### src/rnsq_pkg.sv
// Shared constants, row word type and back-end state type for the
// row-normalized squared error sum block. No dependencies.
`default_nettype none

package rnsq_pkg;

  // Field and accumulator widths
  localparam int MAX_COLUMNS = 1024;
  localparam int VAL_W       = 32;   // Q16.16 input values
  localparam int W_W         = 16;   // Q8.8 weight
  localparam int COL_W       = 11;   // column count register
  localparam int POS_W       = 10;   // column position
  localparam int SUM_W       = 48;   // row reference sum
  localparam int SQ_W        = 64;   // row square sum, total
  localparam int PROD_W      = 80;   // weighted square before scaling
  localparam int C2_W        = 21;   // column count squared
  localparam int DEN_W       = 95;   // reference sum squared
  localparam int NUM_W       = 84;   // square sum times column count squared
  localparam int MUL_STEPS   = 5;    // partial products per row
  localparam int DIV_STEPS   = 64;   // quotient bits per row
  localparam int FIFO_DEPTH  = 4;

  // Configuration register indexes
  localparam int CFG_IDX_W = 1;
  localparam int CFG_DAT_W = 11;
  localparam logic [CFG_IDX_W-1:0] CFG_COLUMN_COUNT = 1'd0;
  localparam logic [CFG_IDX_W-1:0] CFG_WEIGHTING    = 1'd1;

  // One closed row, handed from the front end to the back end
  typedef struct packed {
    logic [SQ_W-1:0]  sq_sum;
    logic [SUM_W-1:0] ref_sum;   // two's complement
    logic [COL_W-1:0] cols;      // clamped column count, 1..MAX_COLUMNS
    logic             last;
    logic             sat;       // saturation seen in this row
  } row_entry_t;

  typedef enum logic [2:0] {
    B_IDLE,
    B_MUL,
    B_CMP,
    B_DIV,
    B_ADD,
    B_EMIT
  } back_state_t;

endpackage

`default_nettype wire

### src/rnsq_back.sv
// Back end: per row forms S*c^2 and R^2 with a shared 32x32 multiplier,
// divides bit-serially, adds to the running total and holds the result.
// Depends on rnsq_pkg.
`default_nettype none

module rnsq_back
  import rnsq_pkg::*;
(
  input  logic            clk,
  input  logic            rst_n,
  input  logic            q_empty,
  input  row_entry_t      q_head,
  output logic            q_pop,
  output logic            out_empty,
  input  logic            out_pop,
  output logic [SQ_W-1:0] out_total_cost,
  output logic            out_zero_mean_seen,
  output logic            out_saturated
);

  localparam int MSTEP_W = $clog2(MUL_STEPS + 1);
  localparam int CNT_W   = $clog2(DIV_STEPS);

  back_state_t        state_r, state_nxt;

  logic [SQ_W-1:0]    s_r;
  logic [SUM_W-1:0]   mag_r;
  logic [C2_W-1:0]    c2_r;
  logic               last_r;
  logic [MSTEP_W-1:0] mstep_r;
  logic [SQ_W-1:0]    prod_r;
  logic [DEN_W-1:0]   den_r;
  logic [NUM_W-1:0]   num_r;
  logic [DEN_W-1:0]   rem_r;
  logic [SQ_W-1:0]    qlo_r;
  logic [CNT_W-1:0]   cnt_r;
  logic [SQ_W-1:0]    total_r;
  logic [1:0]         flags_r;   // bit 0 zero mean, bit 1 saturated
  logic               out_vld_r;
  logic [SQ_W-1:0]    out_total_r;
  logic [1:0]         out_flags_r;

  logic               head_zero;
  logic [SUM_W-1:0]   head_mag;
  logic [2*COL_W-1:0] head_c2;
  logic [31:0]        mul_a, mul_b;
  logic [DEN_W-1:0]   den_add;
  logic [NUM_W-1:0]   num_add;
  logic               quot_ovf;
  logic [DEN_W:0]     trial;
  logic               trial_ge;
  logic [DEN_W:0]     trial_sub;
  logic [SQ_W:0]      total_add;
  logic               mul_done;
  logic               div_done;

  logic               ld_row, do_mul, do_cmp, do_div, do_add, do_emit;

  // Decode the queue head
  always_comb begin
    head_zero = (q_head.ref_sum == '0);
    head_mag  = q_head.ref_sum[SUM_W-1] ? (SUM_W'(0) - q_head.ref_sum) : q_head.ref_sum;
    head_c2   = {COL_W'(0), q_head.cols} * {COL_W'(0), q_head.cols};
  end

  // Select partial product operands
  always_comb begin
    case (mstep_r)
      MSTEP_W'(0): begin
        mul_a = mag_r[31:0];
        mul_b = mag_r[31:0];
      end
      MSTEP_W'(1): begin
        mul_a = mag_r[31:0];
        mul_b = 32'(mag_r[SUM_W-1:32]);
      end
      MSTEP_W'(2): begin
        mul_a = 32'(mag_r[SUM_W-1:32]);
        mul_b = 32'(mag_r[SUM_W-1:32]);
      end
      MSTEP_W'(3): begin
        mul_a = s_r[31:0];
        mul_b = 32'(c2_r);
      end
      MSTEP_W'(4): begin
        mul_a = s_r[SQ_W-1:32];
        mul_b = 32'(c2_r);
      end
      default: begin
        mul_a = '0;
        mul_b = '0;
      end
    endcase
  end

  // Place the product of the previous step
  always_comb begin
    den_add = '0;
    num_add = '0;
    case (mstep_r)
      MSTEP_W'(1): den_add = DEN_W'(prod_r);
      MSTEP_W'(2): den_add = DEN_W'(prod_r) << 33;
      MSTEP_W'(3): den_add = DEN_W'(prod_r) << 64;
      MSTEP_W'(4): num_add = NUM_W'(prod_r);
      MSTEP_W'(5): num_add = NUM_W'(prod_r) << 32;
      default: begin
        den_add = '0;
        num_add = '0;
      end
    endcase
  end

  // Overflow check, one restoring division step, total add
  always_comb begin
    quot_ovf  = DEN_W'(num_r[NUM_W-1:32]) >= den_r;
    trial     = {rem_r, qlo_r[SQ_W-1]};
    trial_ge  = trial >= {1'b0, den_r};
    trial_sub = trial - {1'b0, den_r};
    total_add = {1'b0, total_r} + {1'b0, qlo_r};
    mul_done  = (mstep_r == MSTEP_W'(MUL_STEPS));
    div_done  = (cnt_r == CNT_W'(DIV_STEPS - 1));
  end

  // Next state
  always_comb begin
    state_nxt = state_r;
    case (state_r)
      B_IDLE: begin
        if (!q_empty) begin
          if (head_zero) begin
            state_nxt = q_head.last ? B_EMIT : B_IDLE;
          end else begin
            state_nxt = B_MUL;
          end
        end
      end
      B_MUL: begin
        if (mul_done) begin
          state_nxt = B_CMP;
        end
      end
      B_CMP: begin
        if (quot_ovf) begin
          state_nxt = last_r ? B_EMIT : B_IDLE;
        end else begin
          state_nxt = B_DIV;
        end
      end
      B_DIV: begin
        if (div_done) begin
          state_nxt = B_ADD;
        end
      end
      B_ADD: begin
        state_nxt = last_r ? B_EMIT : B_IDLE;
      end
      B_EMIT: begin
        if (!out_vld_r) begin
          state_nxt = B_IDLE;
        end
      end
      default: state_nxt = B_IDLE;
    endcase
  end

  // Strobes per state
  always_comb begin
    ld_row  = 1'b0;
    do_mul  = 1'b0;
    do_cmp  = 1'b0;
    do_div  = 1'b0;
    do_add  = 1'b0;
    do_emit = 1'b0;
    case (state_r)
      B_IDLE:  ld_row  = !q_empty;
      B_MUL:   do_mul  = 1'b1;
      B_CMP:   do_cmp  = 1'b1;
      B_DIV:   do_div  = 1'b1;
      B_ADD:   do_add  = 1'b1;
      B_EMIT:  do_emit = !out_vld_r;
      default: ld_row  = 1'b0;
    endcase
  end

  assign q_pop              = ld_row;
  assign out_empty          = !out_vld_r;
  assign out_total_cost     = out_total_r;
  assign out_zero_mean_seen = out_flags_r[0];
  assign out_saturated      = out_flags_r[1];

  // Control state, total and result word
  always_ff @(posedge clk) begin
    if (!rst_n) begin
      state_r   <= B_IDLE;
      total_r   <= '0;
      flags_r   <= '0;
      out_vld_r <= 1'b0;
    end else begin
      state_r <= state_nxt;
      if (out_pop && out_vld_r) begin
        out_vld_r <= 1'b0;
      end
      if (ld_row) begin
        flags_r[1] <= flags_r[1] | q_head.sat;
        if (head_zero) begin
          total_r    <= '1;
          flags_r[0] <= 1'b1;
        end
      end
      if (do_cmp && quot_ovf) begin
        total_r    <= '1;
        flags_r[1] <= 1'b1;
      end
      if (do_add) begin
        if (total_add[SQ_W]) begin
          total_r    <= '1;
          flags_r[1] <= 1'b1;
        end else begin
          total_r <= total_add[SQ_W-1:0];
        end
      end
      if (do_emit) begin
        out_vld_r <= 1'b1;
        total_r   <= '0;
        flags_r   <= '0;
      end
    end
  end

  // Row datapath: load, multiply steps, divide steps
  always_ff @(posedge clk) begin
    if (ld_row) begin
      s_r     <= q_head.sq_sum;
      mag_r   <= head_mag;
      c2_r    <= head_c2[C2_W-1:0];
      last_r  <= q_head.last;
      mstep_r <= '0;
      den_r   <= '0;
      num_r   <= '0;
    end
    if (do_mul) begin
      prod_r  <= mul_a * mul_b;
      den_r   <= den_r + den_add;
      num_r   <= num_r + num_add;
      mstep_r <= mstep_r + MSTEP_W'(1);
    end
    if (do_cmp) begin
      rem_r <= DEN_W'(num_r[NUM_W-1:32]);
      qlo_r <= {num_r[31:0], 32'd0};
      cnt_r <= '0;
    end
    if (do_div) begin
      rem_r <= trial_ge ? trial_sub[DEN_W-1:0] : trial[DEN_W-1:0];
      qlo_r <= {qlo_r[SQ_W-2:0], trial_ge};
      cnt_r <= cnt_r + CNT_W'(1);
    end
    if (do_emit) begin
      out_total_r <= total_r;
      out_flags_r <= flags_r;
    end
  end

endmodule

`default_nettype wire

### config.mk
export PLATFORM = sky130hd
export DESIGN_NAME = rnsq_back
export DESIGN_NICKNAME = d
export VERILOG_FILES = /design/src/rnsq_pkg.sv /design/src/rnsq_back.sv
export SDC_FILE = /design/constraint.sdc
export NUM_CORES = 2
export LEC_CHECK = 0
export ABC_AREA = 0
export BUFFER_PORTS_ARGS = -buffer_cell sky130_fd_sc_hd__buf_4
export CAP_MARGIN = 20
export CELL_PAD_IN_SITES_DETAIL_PLACEMENT = 0
export CELL_PAD_IN_SITES_GLOBAL_PLACEMENT = 2
export CORE_ASPECT_RATIO = 0.75
export CORE_UTILIZATION = 42
export DETAILED_ROUTE_END_ITERATION = 7
export PLACE_DENSITY_LB_ADDON = 0.08
export SYNTH_ARGS = -nofsm -noshare
export SYNTH_HDL_FRONTEND = slang
export SYNTH_SLANG_ARGS = --single-unit
### constraint.sdc
create_clock -name clk -period 23.9 [get_ports clk]
set_input_delay 4.78 -clock clk [delete_from_list [all_inputs] [get_ports clk]]
set_output_delay 4.78 -clock clk [all_outputs]
set_load 0.03 [all_outputs]
==> results.toml <==
[die]
rows = 141
die-area_mm2 = 0.202
die_h_um = 389
io-pin-count = 197
start_util_pct = 42.4
die_w_um = 518
core_mm2 = 0.198

[drt]
first_iter_violations = 8724
routed_wirelength_um = 349000
ant_nets = 0
drtPass1Iterations = 8
wire_per_inst_um = 28.9
drc = 50
viasPerCell = 5.91
num_vias = 71400

[cts]
cts-root-buf = "clkbuf_16"
numCtsBuffers = 81
ctsResizeCount = 0
htreeDepth = 3
cts_hold_buffers = 0
postCtsSetupBuffers = 0
cts.sinks = 680
cts_tree = "done"
clockBufferDepth = 3
clkTransAtPathRegs_ps = 60
worstSkewPairLatency_ps = 730

[global_routing]
grt_pass1_vias = 69600
overflow = 0
grt.total_usage_pct = 34.3
grt_max_degree = 137
antenna_found_initial = 34
grt_pass1_wl_um = 499000

[critical_path]
critPathKind = "reg2reg"
slowest_delay_ps = 730
rrSetupSlack_ps = 10780
cp-end-kind = "flip-flop"
cpMaxStageDelayCell = "or3_1"
reg2reg_from = "mstep_r[1]"
path_buf_inv = 9
start_kind = "flip-flop"
crit_arrival_ps = 13580
reg2reg_to = "prod_r[62]"
required_ps = 24360
critPathTopFamily = "adder cells"
path_common_cell = "fa_1"
r2r_cells = 35
critPathMaxFanout = 34

[placed_design]
hpwlAfterDp_um = 281000
io_buffer_count = 196
globalplace.congestion = 1.01
dp_slack_ps = 11200
postPlaceCellArea_mm2 = 0.0885

[hold_path]
holdPathEnd = "out_flags_r[1]"
hold_start = "flags_r[1]"
hold_class = "reg2reg"
min_path_cells = 0

[status]
status = "complete, but fails checks"
violations = "design-rule violations"

[final_layout]
syn_to_final_growth_pct = 8.66
design_area_mm2 = 0.0912
fin_nets = 11200
drive_gt1_share_pct = 7.29
layout_commonest_cell = "inv_1"
fillCellCount = 19400
layout_common_cells = "1242 x inv_1, 1063 x nor2_1, 998 x nand2_1"
utilization_pct = 46.1

[synthesis]
yosysSeqAreaShare_pct = 23.5
ys_seq_elements = 680
synth-main-ff-cell = "edfxtp_1"
synthCells = 9351
yosys.area.top_type_share_pct = 23.0
synthesis.area_mm2 = 0.0839
synthTopCellsByArea = "fa_1 23%, edfxtp_1 22%, ha_1 11%"
synth-edff-count = 610
yosys_warnings = 0
ys_types = 94
synthesis.nets = 11200
yosysTopAreaCell = "fa_1"
async_flop_share_pct = 0
post_synth.cell_area_avg_um2 = 8.98

[sta]
slew_headroom_pct = 15.2
hold_viol = 0
final_max_slew_viol_count = 0
period_minus_slack_ps = 13120
setup_tns_ps = 0
tightest_slew_ps = 1270
finalCritPeriodShare_pct = 54.9
skew_ps = 68.2
worst_slack_ps = 10780
rsz0062_at_grt = "no"
fmax_mhz = 76.2
setup_viol = 0

[run]
cap_violations = 0
[cell usage after synthesis (120+ instances only)]
library cell	number
inv_1	1243
nor2_1	1066
nand2_1	1001
fa_1	963
ha_1	709
edfxtp_1	610
a21oi_1	598
clkbuf_1	403
o21ai_0	338
xnor2_1	292
a21o_1	262
xor2_1	150
and3_1	130
and2_1	120
nand4_1	120
[per-stage QoR]
stage / hold slack (ps) / cells
finish: 440 / 12100
global route: 471 / 12100
CTS: 447 / 12100
detailed placement: 433 / 11900
global placement: 424 / 11900
floorplan: 409 / 9351
[routing by layer]
layer	wire (um)	track usage [%]
met5	845	3.56
met2	133000	44.9
met4	7640	7.20
met3	45200	12.7
met1	163000	52.1
[cell families (layout without fill, tap and decap cells)]
group / Yosys count / after routing / synth area share [%]
buf+inv: 1696 / 1765 / 7.67
other cells: 0 / 24 / 0
compound gates: 1962 / 1962 / 15.3
mux: 15 / 15 / 0.180
flops: 680 / 680 / 23.5
fa+ha+maj: 1672 / 1672 / 33.5
simple gates: 2884 / 2884 / 15.2
xor+xnor: 442 / 442 / 4.61
[worst max-delay path by stage]
stage	startpoint	endpoint	depth (start not counted)
2_1_floorplan	q_empty	q_pop	1
3_3_place_gp	mstep_r[1]	prod_r[62]	35
3_5_place_dp	mstep_r[1]	prod_r[62]	34
4_1_cts	mstep_r[1]	prod_r[62]	35
5_1_grt	mstep_r[1]	prod_r[62]	34
6_report	mstep_r[1]	prod_r[62]	35
[layout make-up]
class	instances	area (um^2)	share of cell area (%)
Clock inverter	42	500	0.549
Sequential cell	680	19700	21.6
Clock buffer	105	2180	2.39
Multi-Input combinational cell	6975	57900	63.5
Antenna cell	24	60.1	0.0658
Inverter	1245	4670	5.12
Timing Repair Buffer	373	2850	3.12
Tap cell	2645	3310	3.63
[sequential cells by signal, indices dropped and copies added (netlist names)]
register and flops:
total_r 64, den_r 95, out_vld_r 1, mstep_r 3
last_r 1, prod_r 64, out_total_cost 64, flags_r 2
out_flags_r 2, num_r 84, rem_r 95, qlo_r 64
state_r 3, s_r 64, c2_r 20, cnt_r 6
mag_r 48
Power is not shown: default switching activity piles up to over one toggle a cycle in this logic, so the estimate is an artifact.
