`config.mk`:
```
export PLATFORM = sky130hd
export DESIGN_NAME = rnsq_row_fifo
export DESIGN_NICKNAME = d
export VERILOG_FILES = /design/src/rnsq_pkg.sv /design/src/rnsq_row_fifo.sv
export SDC_FILE = /design/constraint.sdc
export NUM_CORES = 1
export LEC_CHECK = 0
export BUFFER_PORTS_ARGS = -buffer_cell sky130_fd_sc_hd__buf_2
export CAP_MARGIN = 10
export CELL_PAD_IN_SITES_DETAIL_PLACEMENT = 0
export CELL_PAD_IN_SITES_GLOBAL_PLACEMENT = 1
export CORE_MARGIN = 2
export CORE_UTILIZATION = 27
export CTS_CLUSTER_SIZE = 16
export DETAILED_ROUTE_END_ITERATION = 12
export GPL_TIMING_DRIVEN = 1
export HOLD_SLACK_MARGIN = 0.03
export PLACE_DENSITY_LB_ADDON = 0.1
export SLEW_MARGIN = 20
export SYNTH_ARGS = -nofsm -noshare
export SYNTH_HDL_FRONTEND = slang
export SYNTH_SLANG_ARGS = --single-unit
```
`constraint.sdc`:
```
create_clock -name clk -period 8.4 [get_ports clk]
set_clock_uncertainty 0.15 [all_clocks]
set_input_delay 0.84 -clock clk [delete_from_list [all_inputs] [get_ports clk]]
set_output_delay 0.84 -clock clk [all_outputs]
set_load 0.01 [all_outputs]
```
`src/rnsq_pkg.sv`:
```
// Shared constants, row word type and back-end state type for the
// row-normalized squared error sum block. No dependencies.
`default_nettype none

package rnsq_pkg;

  // Field and accumulator widths
  localparam int MAX_COLUMNS = 1024;
  localparam int VAL_W       = 32;   // Q16.16 input values
  localparam int W_W         = 16;   // Q8.8 weight
  localparam int COL_W       = 11;   // column count register
  localparam int POS_W       = 10;   // column position
  localparam int SUM_W       = 48;   // row reference sum
  localparam int SQ_W        = 64;   // row square sum, total
  localparam int PROD_W      = 80;   // weighted square before scaling
  localparam int C2_W        = 21;   // column count squared
  localparam int DEN_W       = 95;   // reference sum squared
  localparam int NUM_W       = 84;   // square sum times column count squared
  localparam int MUL_STEPS   = 5;    // partial products per row
  localparam int DIV_STEPS   = 64;   // quotient bits per row
  localparam int FIFO_DEPTH  = 4;

  // Configuration register indexes
  localparam int CFG_IDX_W = 1;
  localparam int CFG_DAT_W = 11;
  localparam logic [CFG_IDX_W-1:0] CFG_COLUMN_COUNT = 1'd0;
  localparam logic [CFG_IDX_W-1:0] CFG_WEIGHTING    = 1'd1;

  // One closed row, handed from the front end to the back end
  typedef struct packed {
    logic [SQ_W-1:0]  sq_sum;
    logic [SUM_W-1:0] ref_sum;   // two's complement
    logic [COL_W-1:0] cols;      // clamped column count, 1..MAX_COLUMNS
    logic             last;
    logic             sat;       // saturation seen in this row
  } row_entry_t;

  typedef enum logic [2:0] {
    B_IDLE,
    B_MUL,
    B_CMP,
    B_DIV,
    B_ADD,
    B_EMIT
  } back_state_t;

endpackage

`default_nettype wire

```
`src/rnsq_row_fifo.sv`:
```
// Short queue of closed rows between front and back end.
// Depends on rnsq_pkg for the row word type and depth.
`default_nettype none

module rnsq_row_fifo
  import rnsq_pkg::*;
(
  input  logic       clk,
  input  logic       rst_n,
  input  logic       push,
  input  row_entry_t wr_entry,
  output logic       full,
  input  logic       pop,
  output logic       empty,
  output row_entry_t head
);

  localparam int PTR_W = $clog2(FIFO_DEPTH);
  localparam int CNT_W = $clog2(FIFO_DEPTH + 1);

  row_entry_t       slots_r [FIFO_DEPTH];
  logic [PTR_W-1:0] wr_ptr_r, rd_ptr_r;
  logic [CNT_W-1:0] count_r;
  logic             do_push, do_pop;

  assign full    = (count_r == CNT_W'(FIFO_DEPTH));
  assign empty   = (count_r == '0);
  assign do_push = push && !full;
  assign do_pop  = pop && !empty;
  assign head    = slots_r[rd_ptr_r];

  // Store the incoming word
  always_ff @(posedge clk) begin
    if (do_push) begin
      slots_r[wr_ptr_r] <= wr_entry;
    end
  end

  // Track pointers and fill level
  always_ff @(posedge clk) begin
    if (!rst_n) begin
      wr_ptr_r <= '0;
      rd_ptr_r <= '0;
      count_r  <= '0;
    end else begin
      if (do_push) begin
        wr_ptr_r <= (wr_ptr_r == PTR_W'(FIFO_DEPTH - 1)) ? '0 : wr_ptr_r + PTR_W'(1);
      end
      if (do_pop) begin
        rd_ptr_r <= (rd_ptr_r == PTR_W'(FIFO_DEPTH - 1)) ? '0 : rd_ptr_r + PTR_W'(1);
      end
      if (do_push && !do_pop) begin
        count_r <= count_r + CNT_W'(1);
      end else if (do_pop && !do_push) begin
        count_r <= count_r - CNT_W'(1);
      end
    end
  end

endmodule

`default_nettype wire

```
==> summary.md, run 1 <==
For this design the static power due to leakage is 0.00736 µW. Based on the critical path, the design can be clocked at up to 245 MHz. The final setup TNS came out at 0 ns. The minimum hold slack is 0.295 ns. After the first detailed-routing iteration, the DRC count stood at 474. Remaining antenna violation count after routing: 0. TritonCTS built the clock tree.

The slew of the pin with the lowest slew margin works out to 1.02 ns. The worst register-to-register path has a depth of 4. The die is 266 µm wide.

The wire-length estimate of the detail-placed layout is 24,600 µm. The largest total area in the synthesized netlist belongs to edfxtp_1. Maximum level of the CTS H-tree: 2.

The utilization of the core after routing was 0.333; the maximum fanout along the worst path was 90. Yosys mapped the design onto 23 distinct sky130hd cell types. Cell depth of the worst hold path: 1.

The run gives 0.0675 mm² as the standard cell core area. The tools report the endpoint of the worst-slack reg-to-reg timing path as slots_r[1][106]$_DFFE_PP_. The final route contains 8,369 vias.

The tools report the portion of the post-synthesis area used by sequential elements as 0.822. Share of the clock period used by the worst path: 0.486. The startpoint of the most critical register-to-register path is count_r[0]$_SDFFE_PN0P_. Relative max-transition margin: 0.322.

The run gives 0.274 as the effective utilization at floorplan. For the number of top-level pins, the log shows 256. The filler cells instantiated in the layout total 6,390. The number of buffers inserted for hold repair after clock tree synthesis was 0; the layout overhead on the synthesized area was 21.8%. Setup violations remaining at the end of the flow were counted as 0. The run gives 95 as the number of rows created at floorplan.

The cell area that synthesis handed to floorplanning was 0.0185 mm². The global placer's final weighted congestion was 0.675; the mean post-synth cell area was 26.2 µm². By area the synthesized netlist is led by edfxtp_1, mux4_2, dfxtp_1.

The clock-pin slew on the worst setup and hold paths is 0.06 ns, and the post-CTS setup buffer count is 0. Counting along the longest clock path gives a buffer depth of 3. At the later pin of the worst-skew pair, clock insertion delay measures 0.60 ns. Synthesis produced a netlist with a net count of 840. Across the run, the number of max-cap violations was 0. The worst hold path terminates at slots_r[1][4]$_DFFE_PP_. The first global-routing pass estimated 62,900 µm of wire. The worst setup path is launched from a flip-flop. The average wire length per cell after detail routing is 22.5 µm. Path type of the worst min-delay path: in2reg. The library cell used most frequently in the layout, excluding fill and tap cells, is edfxtp_1. At the worst endpoint, the arrival time is 3.09 ns. The number of sinks driven by the clock tree was 509. Setup repair after global routing left no endpoint under its margin. The endpoint class of the critical path was a primary output. Post-layout minimum cycle time: 4.08 ns.

For this block, the routed nets add up to 43,100 µm of wire. The kind of critical path is reg2out. In this run the most critical hold path is launched from wr_entry[4]. Final hold violation count: 0.

The clock root buffer is clkbuf_16. The worst register-to-register path has a setup slack of 5.34 ns. The number of slew-limit violations in the final report is 0. The worst IR drop on VDD is 0.179 mV.

The post-cts sizing count is 0. Post-synthesis register bit count: 509. The net count of the finished layout is 1,134.

The first-pass iteration count of the detailed router is 4, and the area fraction of the dominant cell type after synthesis is 0.813. For this run, design rule violations remaining after detail routing come to 0. The Yosys step of the flow raised 0 warnings. The run gives 14 as the number of antenna violations at the first check in global routing. The proportion of layout cells with a drive suffix above 1 was 0.453; the maximum number of pins on one net before global-route repair was 91.

The number of port buffers came out at 255. The number of standard cells after synthesis was 704; the full die area was 0.0705 mm². The tools report the number of global-route vias before repair as 9,179.

The run finished with clean final reports. Dividing total power by cell area gives a power density of 309 mW/mm². For this run the aggregate overflow at the end of global routing stands at 0. Combined global-route utilization of all metal layers: 0.122.

The vertical die dimension was 266 µm; the number of CTS-inserted buffers was 56. Using the TritonRoute via totals, the vias-per-cell ratio works out to 4.36. For the endpoint required time on the critical path, the log shows 7.41 ns.

In the layout the commonest cells are edfxtp_1, buf_2, mux4_2.
[cell usage after synthesis (all sizes together)]
library cell,count
a21boi,1
and2,5
buf,21
clkbuf,9
dfxtp,9
edfxtp,500
fa,1
ha,6
inv,3
mux2i,3
mux4,125
nand2,6
nand3,2
nor2,2
nor2b,2
nor3,1
nor3b,1
o21ai,3
o31ai,1
or3,1
xnor2,1
xor2,1
[worst max-delay path, cell delays in order (launching register included)]
cell and delay (ns):
dfxtp_4 0.87, buf_12 0.65, mux4_2 0.65, buf_2 0.17
[worst max-delay path by stage]
stage              start                 endpoint
2_1_floorplan       push  slots_r[0][0]$_DFFE_PP_
3_3_place_gp   flip-flop                 head[77]
3_5_place_dp   flip-flop                 head[77]
4_1_cts        flip-flop                 head[77]
5_1_grt        flip-flop                 head[77]
6_report       flip-flop                 head[77]
[where the power goes]
group	switching (µW)	total [µW]	internal [µW]
Clock	982	2300	1320
Combinational	797	1460	659
Sequential	109	3210	3100
[final cells by class]
type                    count  area, µm²  area share
clock inverters            33        263      0.0117
diodes                      1       2.50    0.000111
well taps                 873       1090      0.0485
inverters                   3       11.3    0.000500
clock buffers              72       1460      0.0649
multi-input cells         162       3100       0.138
repair buffers            266       1370      0.0609
flip-flops and latches    509      15200       0.676
[state kept, by name (all words and copies together), names as in the netlist, named ones only]
register,cells
rd_ptr_r,2
slots_r,500
count_r,3
wr_ptr_r,2
[routing by layer]
| metal | up-vias | wire length, µm | track usage |
|---|---|---|---|
| met1 | 4401 | 18000 | 0.156 |
| li1 | 3642 | - | - |
| met4 | 24 | 954 | 0.0361 |
| met3 | 90 | 3240 | 0.0431 |
| met5 | - | 171 | 0 |
| met2 | 212 | 20700 | 0.195 |
[cells by family after synthesis]
family,Yosys count,share of synthesized area
AOI/OAI and AO/OA,5,0.00163
xor gates and xnor gates,2,0.000948
adders and majority gates,7,0.00515
buffers and inverters,33,0.0105
DFF,509,0.822
muxes,128,0.154
and+or+nand+nor,20,0.00555
[through the flow]
stage / power (µW) / cell area (µm²) / setup slack, ns / cells
floorplan: 4170 / 18500 / 3.65 / 704
global placement: 4790 / 20800 / 4.83 / 1813
detailed placement: 4790 / 20800 / 4.82 / 1813
CTS: 7140 / 22500 / 4.16 / 1918
global route: 7330 / 22500 / 4.01 / 1918
finish: 6960 / 22500 / 4.32 / 1919
Power figures use the tool's default switching activity.
==> inputs of run 2 (changes only) <==
ABC_AREA = 1   (was default)
clock period = 3.85 ns   (was 8.4 ns; I/O delays follow)
==> run 2 against run 1 <==
Compared with the run above: core utilization rose by 1.6 points; clock-buffer cell count fell by 3; sequential share of layout area fell by 5.4 points; setup slack got worse by 3.5 ns; combinational power rose to 3.0 times the previous value; wire length rose by 17%; final cell count rose by 38%; cell area rose by 8.6%; non-clock buffer count rose by 143; global-route usage rose by 1.5 points; via count rose by 40%.
==> summary.md, run 2 <==
The run finished with clean final reports. For the pin with the worst max-slew slack, the measured transition is 0.884 ns. The number of sinks driven by the clock tree is 509, and the full die area is 0.0727 mm². The number of slew-limit violations in the final report was 0. Once the clock tree was built, the resizer swapped 0 gates to a different size. On the worst path, the slowest cell contributes a delay of 0.61 ns. CTS placed an instance of clkbuf_16 at the clock tree root. In the post-synthesis netlist, the biggest area contributors are edfxtp_1, o21ai_0, nor2_1. Entering global routing, the biggest net connects 136 pins.

Setup violations remaining at the end of the flow were counted as 0. The die width was 270 µm; the met2 usage in global routing was 0.224. For this run, the post-layout net count is 1,803. The top cell types in the final layout, fill and taps aside, are edfxtp_1, nor2_1, buf_2. The logs give 2.54 ns for the arrival time of the worst setup path and 0.798 for the portion of the post-synthesis area used by sequential elements.

The power per unit of standard cell area is 675 mW/mm². The mean post-synth cell area works out to 14.9 µm². slots_r holds more flip-flops than any other register.

The tools report the effective utilization at floorplan as 0.273. In this run, CTS created clock tree buffers numbering 57. The largest registers in the layout are slots_r x500, count_r x3.

Area fraction of the dominant cell type after synthesis: 0.788. Final hold analysis gives a worst-case slack of 0.357 ns. The cell count after synthesis came out at 1,281.

The average wire length per cell after detail routing is 19.1 µm. Leaving out fill and tap cells, the most frequent cell in the layout is edfxtp_1. During placement, the flow inserted port buffers numbering 255. Summing all multi-input logic gate instances after layout gives 0.00326 mm².

The combined global-route utilization of all metal layers was 0.137; the number of vias per cell after detailed routing was 4.42. The logs give 0.0191 mm² for the netlist area before placement and 2 for the maximum level of the CTS H-tree. The most common flop cell mapped by yosys is edfxtp_1.

Of all nets on the critical path, the largest fanout is 135. TritonCTS built the clock tree. The post-detailed-placement cell area came out at 0.0214 mm². Global routing finished with a remaining overflow of 0.

For the endpoint required time on the critical path, the log shows 3.31 ns. In the synthesized netlist, the cells that appear most often are edfxtp_1, nor2_1, o21ai_0. The layout overhead on the synthesized area came out at 28.3%. The post-CTS setup buffer count was 0.

The count of nets left with antenna violations once routing finished came out at 0. The worst setup slack before clock tree synthesis is 1.23 ns. The run gives 0 as the number of design rule violations left after detail routing. The met1 usage in global routing was 0.180; the post-synthesis register bit count was 509. For this run, the number of Yosys warnings is 0. For this design the static power due to leakage is 0.00846 µW. The share of the clock period used by the worst path was 0.798; the source-to-sink clock delay at the later pin of the worst-skew pair was 0.60 ns.

Counting cells, the worst reg-to-reg path comes to 5. The standard cell core area is 0.0699 mm², and the total number of vias is 11,700. The run gives 12,200 as the number of global-route vias before repair.

The first-pass GRT wire length was 76,100 µm. The worst IR drop on VDD was 0.393 mV; the maximum clock frequency was 326 MHz. The relative max-transition margin is 0.409, and the smallest setup slack after layout is 0.779 ns.

The sequential cell area was 0.0152 mm². Total power of the final layout: 16,500 µW. Total of fill cells in the finished design: 6,922.

The share of synthesized flip-flops with an asynchronous set or reset works out to 0. The number of flip-flops in the largest register came out at 500. The kind of critical path is reg2out.

The number of rows created at floorplan was 97; the number of enable-type register cells in the synthesized netlist was 500. The count of distinct cell types in the synthesized netlist is 22, and the final hold violation count is 0. The run gives 256 as the number of top-level pins. The register-to-register path setup slack came out at 1.36 ns. The proportion of layout cells with a drive suffix above 1 works out to 0.212.

The layer flagged by global routing as most heavily used is met2. Endpoint class of the critical path: a primary output. The routing usage on met3 was 0.0346; the net count of the mapped netlist was 1,417.

The slowest stage of the critical path is the dfxtp_4 cell. Setup repair after global routing left no endpoint under its margin. DRC violation total after the first TritonRoute iteration: 740. The tools report the clock tree buffer depth as 3. The critical path goes through buf_12, o21ai_0, o22ai_1, buf_2. For this run, the detailed router's first-pass iteration total came to 5.

Post-layout minimum cycle time: 3.07 ns. Global placer's final weighted congestion: 0.684. The cell depth of the worst hold path was 2. The floorplan step set the die height to 270 µm.

The clock-pin slew on the worst setup and hold paths is 0.06 ns, and the number of antenna violations at the first check in global routing is 5. The number of max-capacitance violations reported came out at 0. For the HPWL after detailed placement, the log shows 27,600 µm.

edfxtp_1 is the most common cell in the netlist. Cell type with the largest total area after synthesis: edfxtp_1. STA classifies the critical path startpoint as a flip-flop. For this block, the routed nets add up to 50,700 µm of wire. The min-delay analysis places its worst path in the category reg2reg.

The final design instance area without fill was 0.0244 mm².
## run 2: area by class of cell
| type | instances | share of cell area |
|---|---|---|
| Multi-Input combinational cell | 671 | 0.133 |
| Timing Repair Buffer | 409 | 0.120 |
| Tap cell | 940 | 0.0481 |
| Antenna cell | 3 | 0.000307 |
| Sequential cell | 509 | 0.622 |
| Clock buffer | 69 | 0.0602 |
| Clock inverter | 30 | 0.0127 |
| Inverter | 19 | 0.00333 |
## run 2: cells by family after synthesis
kind of cell / after synthesis / synth area share
AO/OA/AOI/OAI: 379 / 0.108
buffers and inverters: 101 / 0.0331
AND/OR/NAND/NOR: 285 / 0.0565
flip-flops: 509 / 0.798
adder cells (fa/ha/maj): 7 / 0.00499
## run 2: final timing paths
check	from	endpoint
hold reg to reg	count_r[0]$_SDFFE_PN0P_	count_r[0]$_SDFFE_PN0P_
setup / recovery	flip-flop	head[15]
setup reg to reg	count_r[1]$_SDFFE_PN0P_	slots_r[3][25]$_DFFE_PP_
hold / removal	count_r[0]$_SDFFE_PN0P_	count_r[0]$_SDFFE_PN0P_
## run 2: repair_timing
action                                  in CTS  in global routing
hold buffers                               128                  0
endpoints found under the setup margin       0                  0
hold endpoints to repair                   509                  0
## run 2: power breakdown
part	internal (µW)	leakage (µW)	switching (µW)
registers	6750	0.00466	193
logic	1420	0.00294	2900
clock network	3090	0.000865	2140
## run 2: metrics by stage
step	std cells	utilization	TNS, ns
final	2650	0.350	0
after CTS	2647	0.350	0
after global placement	2420	0.306	0
after global routing	2650	0.350	0
after floorplan	1281	-	-358.30
after detailed placement	2420	0.306	0
## run 2: worst max-delay path: cells and delay by family (launching register included)
kind	cells	cell delay, ns
buffers and inverters	2	0.67
AOI/OAI and AO/OA	2	0.51
DFF	1	0.61
## run 2: per-layer routing
metal,part of all wire,vias to the layer above
met5,0.00041,-
met4,0.021,4
met3,0.054,84
met2,0.47,236
met1,0.45,5779
li1,-,5609
